$ cat config.mk
export PLATFORM = sky130hd
export DESIGN_NAME = bma_ctrl
export DESIGN_NICKNAME = d
export VERILOG_FILES = /design/src/bma_pkg.sv /design/src/bma_ctrl.sv
export SDC_FILE = /design/constraint.sdc
export NUM_CORES = 1
export LEC_CHECK = 0
export ABC_AREA = 1
export BUFFER_PORTS_ARGS = -buffer_cell sky130_fd_sc_hd__buf_2
export CAP_MARGIN = 0
export CELL_PAD_IN_SITES_DETAIL_PLACEMENT = 2
export CELL_PAD_IN_SITES_GLOBAL_PLACEMENT = 2
export CORE_ASPECT_RATIO = 1.1
export CORE_UTILIZATION = 32
export DETAILED_ROUTE_END_ITERATION = 7
export PLACE_DENSITY_LB_ADDON = 0.1
export SLEW_MARGIN = 10
export SYNTH_ARGS = -nofsm -noshare
export SYNTH_HDL_FRONTEND = slang
export SYNTH_SLANG_ARGS = --single-unit
$ cat constraint.sdc
create_clock -name clk_i -period 4.9 [get_ports clk_i]
set_clock_uncertainty 0.05 [all_clocks]
set_input_delay 0.245 -clock clk_i [delete_from_list [all_inputs] [get_ports clk_i]]
set_output_delay 0.245 -clock clk_i [all_outputs]
set_load 0.005 [all_outputs]
$ cat src/bma_pkg.sv
// Shared types, constants and the voltage-to-level mapping of the battery monitor audit block.
// No dependencies; every other file of the block imports this package.
`default_nettype none

package bma_pkg;

  // Configuration register indexes.
  typedef enum logic [2:0] {
    REG_SUPPLY_THRESHOLD = 3'd0,
    REG_AUDIT_PERIOD     = 3'd1,
    REG_FIRST_DELAY      = 3'd2,
    REG_REPORT_INTERVAL  = 3'd3,
    REG_REPORT_REPEATS   = 3'd4
  } bma_reg_e;

  // Configuration reset values.
  localparam logic [12:0] THRESHOLD_RST = 13'd4000;
  localparam logic [31:0] PERIOD_RST    = 32'd60000;
  localparam logic [31:0] DELAY_RST     = 32'd5000;
  localparam logic [31:0] INTERVAL_RST  = 32'd20000;
  localparam logic [7:0]  REPEATS_RST   = 8'd2;

  // Level mapping: 3300 mV is empty, 4200 mV is full, 900 mV span divided by 9 per percent.
  localparam logic [12:0] MV_EMPTY    = 13'd3300;
  localparam logic [12:0] MV_FULL     = 13'd4200;
  localparam logic [6:0]  PCT_FULL    = 7'd100;
  localparam logic [12:0] RECIP_NINTH = 13'd7282;  // ceil(2^16 / 9), exact below 900

  // Filter rounding term for the divide by eight.
  localparam logic [16:0] FILT_ROUND = 17'd4;

  // One history entry as stored in the memory.
  typedef struct packed {
    logic [31:0] rel_ms;
    logic [12:0] mv;
    logic [6:0]  pct;
  } bma_entry_t;

  // Per-tick flags that travel down the pipeline.
  typedef struct packed {
    logic        valid;
    logic        on_batt;
    logic        logged;
    logic        report;
    logic [12:0] filt_mv;
  } bma_flags_t;

  // Battery level in percent from a filtered voltage.
  function automatic logic [6:0] level_of(input logic [12:0] mv);
    logic [12:0] span;
    logic [22:0] prod;
    logic [6:0]  pct;
    span = mv - MV_EMPTY;
    prod = 23'(span[9:0]) * 23'(RECIP_NINTH);
    if (mv <= MV_EMPTY) begin
      pct = '0;
    end else if (mv >= MV_FULL) begin
      pct = PCT_FULL;
    end else begin
      pct = prod[22:16];
    end
    return pct;
  endfunction

endpackage

`default_nettype wire

$ cat src/bma_ctrl.sv
// Front stage: configuration registers, battery filter and the audit state machine registers.
// Depends on bma_pkg; feeds the history stage with the slot and sample of each tick.
`default_nettype none

module bma_ctrl import bma_pkg::*; #(
  parameter int unsigned HISTORY_DEPTH = 90,
  localparam int unsigned IW = $clog2(HISTORY_DEPTH),
  localparam int unsigned CW = $clog2(HISTORY_DEPTH + 1),
  localparam int unsigned SW = CW + 1
) (
  input  wire logic          clk_i,
  input  wire logic          rst_ni,
  input  wire logic          advance_i,
  input  wire logic          in_valid_i,
  input  wire logic [12:0]   vbat_mv_i,
  input  wire logic          vbat_ok_i,
  input  wire logic [12:0]   vin_mv_i,
  input  wire logic          vin_ok_i,
  input  wire logic [31:0]   now_ms_i,
  input  wire logic          cfg_valid_i,
  output logic               cfg_ready_o,
  input  wire logic [2:0]    cfg_index_i,
  input  wire logic [31:0]   cfg_data_i,
  output bma_flags_t         s1_flags_o,
  output logic [12:0]        s1_mv_o,
  output logic [31:0]        s1_rel_ms_o,
  output logic [IW-1:0]      s1_slot_o,
  output logic [IW-1:0]      s1_oldest_o,
  output logic [CW-1:0]      s1_count_o
);

  logic [12:0]   thresh_q;
  logic [31:0]   period_q, delay_q, interval_q;
  logic [7:0]    repeats_q;

  logic [12:0]   filter_q, filter_d;
  logic [CW-1:0] count_q, count_d;
  logic [IW-1:0] oldest_q, oldest_d;
  logic [31:0]   start_q, start_d;
  logic [31:0]   last_q, last_d;
  logic          mode_q, mode_d;
  logic [31:0]   due_q, due_d;
  logic [7:0]    left_q, left_d;

  logic          accept;
  logic [16:0]   filt_acc;
  logic          on, enter, periodic, leave, logged, report;
  logic [CW-1:0] count_b;
  logic [IW-1:0] oldest_b, slot;
  logic [31:0]   start_b, start_l, due_b;
  logic [31:0]   due_diff;
  logic [7:0]    left_b;
  logic [SW-1:0] slot_sum;

  assign accept      = in_valid_i && advance_i;
  assign cfg_ready_o = 1'b1;

  // Configuration writes; indexes beyond the list are dropped.
  always_ff @(posedge clk_i or negedge rst_ni) begin
    if (!rst_ni) begin
      thresh_q   <= THRESHOLD_RST;
      period_q   <= PERIOD_RST;
      delay_q    <= DELAY_RST;
      interval_q <= INTERVAL_RST;
      repeats_q  <= REPEATS_RST;
    end else if (cfg_valid_i) begin
      case (bma_reg_e'(cfg_index_i))
        REG_SUPPLY_THRESHOLD: thresh_q   <= cfg_data_i[12:0];
        REG_AUDIT_PERIOD:     period_q   <= cfg_data_i;
        REG_FIRST_DELAY:      delay_q    <= cfg_data_i;
        REG_REPORT_INTERVAL:  interval_q <= cfg_data_i;
        REG_REPORT_REPEATS:   repeats_q  <= cfg_data_i[7:0];
        default: ;
      endcase
    end
  end

  // Smoothing filter: 7/8 old plus 1/8 new, rounded; an empty filter loads the sample.
  always_comb begin
    filt_acc = {1'b0, filter_q, 3'b000} - {4'b0, filter_q} + {4'b0, vbat_mv_i} + FILT_ROUND;
    filter_d = filter_q;
    if (vbat_ok_i) begin
      filter_d = (filter_q == '0) ? vbat_mv_i : filt_acc[15:3];
    end
  end

  // Audit step: mode change, sample logging into the ring and report scheduling.
  always_comb begin
    on       = vin_mv_i <= thresh_q;
    enter    = vin_ok_i && on && !mode_q;
    periodic = vin_ok_i && on && mode_q && ((now_ms_i - last_q) >= period_q);
    leave    = vin_ok_i && !on && mode_q;
    logged   = enter || periodic || leave;

    // Entering battery mode restarts the history and the report schedule.
    count_b  = enter ? '0 : count_q;
    oldest_b = enter ? '0 : oldest_q;
    start_b  = enter ? now_ms_i : start_q;
    left_b   = enter ? '0 : (leave ? repeats_q : left_q);
    due_b    = enter ? '0 : (leave ? (now_ms_i + delay_q) : due_q);

    // A start time of zero counts as not started.
    start_l  = (start_b == '0) ? now_ms_i : start_b;

    slot_sum = SW'(oldest_b) + SW'(count_b);
    if (slot_sum >= SW'(HISTORY_DEPTH)) begin
      slot_sum = slot_sum - SW'(HISTORY_DEPTH);
    end

    count_d  = count_q;
    oldest_d = oldest_q;
    start_d  = start_q;
    last_d   = last_q;
    slot     = slot_sum[IW-1:0];
    if (logged) begin
      start_d = start_l;
      last_d  = now_ms_i;
      if (count_b != CW'(HISTORY_DEPTH)) begin
        count_d  = count_b + 1'b1;
        oldest_d = oldest_b;
      end else begin
        slot     = oldest_b;
        count_d  = count_b;
        oldest_d = (oldest_b == IW'(HISTORY_DEPTH - 1)) ? '0 : oldest_b + 1'b1;
      end
    end

    // Report goes out once the due time is reached, read as a signed difference.
    due_diff = now_ms_i - due_b;
    report   = vin_ok_i && !on && (left_b != '0) && !due_diff[31];
    left_d   = left_q;
    due_d    = due_q;
    if (vin_ok_i) begin
      left_d = report ? left_b - 1'b1 : left_b;
      due_d  = report ? now_ms_i + interval_q : due_b;
    end
    mode_d = vin_ok_i ? on : mode_q;
  end

  // State registers, updated once per accepted tick.
  always_ff @(posedge clk_i or negedge rst_ni) begin
    if (!rst_ni) begin
      filter_q <= '0;
      count_q  <= '0;
      oldest_q <= '0;
      start_q  <= '0;
      last_q   <= '0;
      mode_q   <= 1'b0;
      due_q    <= '0;
      left_q   <= '0;
    end else if (accept) begin
      filter_q <= filter_d;
      count_q  <= count_d;
      oldest_q <= oldest_d;
      start_q  <= start_d;
      last_q   <= last_d;
      mode_q   <= mode_d;
      due_q    <= due_d;
      left_q   <= left_d;
    end
  end

  // Stage register towards the history memory.
  always_ff @(posedge clk_i or negedge rst_ni) begin
    if (!rst_ni) begin
      s1_flags_o <= '0;
    end else if (advance_i) begin
      s1_flags_o.valid   <= accept;
      s1_flags_o.on_batt <= mode_d;
      s1_flags_o.logged  <= logged;
      s1_flags_o.report  <= report;
      s1_flags_o.filt_mv <= filter_d;
    end
  end

  always_ff @(posedge clk_i) begin
    if (advance_i) begin
      s1_mv_o     <= vbat_ok_i ? vbat_mv_i : '0;
      s1_rel_ms_o <= now_ms_i - start_l;
      s1_slot_o   <= slot;
      s1_oldest_o <= oldest_d;
      s1_count_o  <= count_d;
    end
  end

endmodule

`default_nettype wire

==> results.yml <==
timing:
  fin_crit_ns: 5.36
  max-slew-margin-rel: 0.269
  setup_viol: 123
  finalMaxSlewViolations: 0
  hold_viol: 0
  clock.fmax_mhz: 187
  post-route-period-util: 1.09
  worst_pin_slew_ns: 1.09
  rsz0062_at_grt: "yes"
  setup_ws_ns: -0.457
  tns_ns: -23.82
floorplanning:
  io_pins: 184
  start_util: 0.325
  die_x_microns: 265
  die_h_microns: 292
  die_area_sq_um: 77300
  fp-row-count: 105
  design.core.area_sq_um: 75000
power_and_ir_drop:
  p_per_area_nw_per_um2: 648
  internal_power_w: 0.0119
  pwr-share-seq: 0.207
  p_comb_frac: 0.643
  switchingPower_w: 0.0107
  power_frac_clock: 0.150
  power.leakage_nw: 17.4
  ir_drop_uv: 282
  p_sw_frac: 0.474
layout:
  finalNonFillerCells: 4879
  finalNetCount: 4157
  final_cell_mix: "nand2_1, inv_1, buf_4, o21ai_0, dfrtp_1"
  final_common_cell: "nand2_1"
  fillerInstances: 8242
  drive_gt1_frac: 0.319
  area_growth_pct: 42.6
clocking:
  tritoncts: "built"
  cts_buffer_depth: 3
  root_buffer: "clkbuf_16"
  clkLatencyLatePin_ns: 0.61
  numCtsBuffers: 44
  htreeDepth: 2
  path_clk_slew_ns: 0.06
  cts.sinks: 332
logic_synthesis:
  ys_types: 51
  syn-cell-area_sq_um: 24400
  synth-edff-count: 66
  synth.avg_cell_area_sq_um: 7.38
  yosysSeqAreaShare: 0.355
  synth_nets: 3635
  synth_ff_type: "dfrtp_1"
  ys_warn_count: 0
  async_flop_share: 0.801
  syn-instance-count: 3305
  yosys_register_bits: 332
grt:
  grt_pass1_wl_microns: 169000
  antenna_found_initial: 2
  grt_usage: 0.280
  grt_max_degree: 107
  grt.overflow.total: 0
  grt_pass1_vias: 28900
hold_path:
  min-delay-start: "cfg_data_i[1]"
  hold_depth: 3
  worstHoldPathType: "input port to register"
  min_to: "period_q[1]$_DFFE_PN0P_"
critical_path:
  rr_startpoint: "thresh_q[11]$_DFFE_PN1P_"
  end_kind: "register"
  worstSetupPathType: "register to register"
  startpoint: "thresh_q[11]$_DFFE_PN1P_"
  max_stage_delay_ns: 0.54
  crit_path_top_delay_cell: "dfstp_2"
  cp_max_fo: 21
  start_kind: "register"
  r2r_slack_ns: -0.46
  reg2reg_to: "s1_rel_ms_o[27]$_DFFE_PP_"
  crit_required_ns: 5.18
  arrival_ns: 5.64
  worst-r2r-cell-count: 35
placement:
  finalWeightedCongestion: 0.882
  portBuffers: 182
  place_inst: 4621
  place_hpwl_microns: 75000
routing:
  wire_per_inst_microns: 24.5
  vias_per_cell: 5.33
  first_pass_iters: 5
  wirelength_microns: 120000
  route.detailed.drc: 0
  drt_iter0_drc: 964
  num_vias: 26000
  antenna_left: 0
run:
  cap_violations: 0
status:
  outcome: "complete, but fails checks"
  violations: "negative setup slack"
==> cells in the mapped netlist (all sizes together) (7+ instances only) <==
master | n | area share
xnor2 | 51 | 0.018
xor2 | 77 | 0.028
buf | 24 | 0.0059
nor4 | 7 | 0.0021
edfxtp | 66 | 0.081
a21boi | 13 | 0.0040
a31oi | 10 | 0.0026
nand2 | 908 | 0.14
dfstp | 24 | 0.026
a21o | 8 | 0.0025
o211ai | 22 | 0.0068
o21bai | 8 | 0.0025
ha | 215 | 0.11
nand4 | 100 | 0.026
clkbuf | 82 | 0.013
dfrtp | 242 | 0.25
nor2 | 145 | 0.023
o21a | 9 | 0.0028
inv | 490 | 0.075
o21ai | 387 | 0.079
nor3 | 22 | 0.0045
fa | 15 | 0.012
nand3 | 144 | 0.033
a21oi | 188 | 0.039
==> worst max path at each step <==
stage / end / slack (ns) / cells after the start
after detailed placement: left_q[3]$_DFFE_PN0P_ / -1.13 / 33
after global routing: s1_rel_ms_o[27]$_DFFE_PP_ / -0.59 / 35
after floorplan: s1_rel_ms_o[24]$_DFFE_PP_ / 0.02 / 37
final: s1_rel_ms_o[27]$_DFFE_PP_ / -0.46 / 35
after global placement: left_q[3]$_DFFE_PN0P_ / -1.02 / 33
after CTS: s1_rel_ms_o[28]$_DFFE_PP_ / -0.46 / 32
==> registers in the layout, indices dropped and copies added, names as in the netlist, 17 cells and up <==
name         flops
s1_rel_ms_o     32
start_q         32
interval_q      32
last_q          32
period_q        32
due_q           32
delay_q         32
s1_flags_o      17
==> routing by layer <==
metal	vias up	global-route usage	part of all wire
met4	0	0.0859	0.036
met2	490	0.512	0.52
li1	11900	-	-
met3	222	0.0252	0.026
met1	13400	0.346	0.42
met5	-	0	0
==> critical path: cells and delay by family (launching register included) <==
kind	cells	cell delay [ns]
buffers and inverters	5	0.59
AO/OA/AOI/OAI	4	0.61
flip-flops	1	0.54
AND/OR/NAND/NOR	24	2.69
adder cells (fa/ha/maj)	2	0.56
==> cells by family (layout without fill, tap and decap cells) <==
logic type / after synthesis / after routing / synth area share
adder cells (fa/ha/maj): 230 / 230 / 0.123
buffers and inverters: 600 / 1155 / 0.0945
other: 1 / 3 / 0.000154
XOR/XNOR: 128 / 128 / 0.0460
AND/OR/NAND/NOR: 1340 / 1341 / 0.233
AO/OA/AOI/OAI: 674 / 674 / 0.149
flip-flops: 332 / 332 / 0.355
==> power groups by stage <==
stage	Combinational (W)	Clock, W	Sequential [W]
4_1_cts	0.0126	0.00339	0.00454
3_3_place_gp	0.00992	0	0.00448
6_report	0.0145	0.00337	0.00466
2_1_floorplan	0.00656	0	0.00438
5_1_grt	0.0157	0.00352	0.00474
3_5_place_dp	0.0106	0	0.00452
==> through the flow <==
stage | utilization | total power (W) | area (sq um) | hold WS [ns] | setup slack (ns)
floorplan | - | 0.0109 | 24400 | -0.101 | 0.0196
global placement | 0.373 | 0.0144 | 28000 | 0.188 | -1.02
detailed placement | 0.373 | 0.0151 | 28000 | 0.197 | -1.13
CTS | 0.439 | 0.0205 | 33000 | 0.00237 | -0.464
global route | 0.464 | 0.0240 | 34800 | 0.0171 | -0.592
finish | 0.464 | 0.0225 | 34800 | 0.0215 | -0.457
==> area by class of cell <==
| type | count | area, sq um | share of cell area |
|---|---|---|---|
| timing repair buffer | 581 | 5080 | 0.146 |
| inverter | 494 | 1880 | 0.0540 |
| tap | 1016 | 1270 | 0.0366 |
| sequential | 332 | 8670 | 0.249 |
| clock buffer | 62 | 1240 | 0.0356 |
| antenna | 2 | 5.00 | 0.000144 |
| clock inverter | 18 | 195 | 0.00561 |
| multi-input combinational | 2374 | 16400 | 0.473 |
==> what timing repair did <==
item                                    CTS  global route
pin swaps                               150           181
hold buffers                             32             0
gates resized for setup                 592           387
buffers inserted                         67            72
endpoints found under the setup margin  166           166
cloned                                   30             4
hold endpoints to repair                114             0
Power figures use the tool's default switching activity.
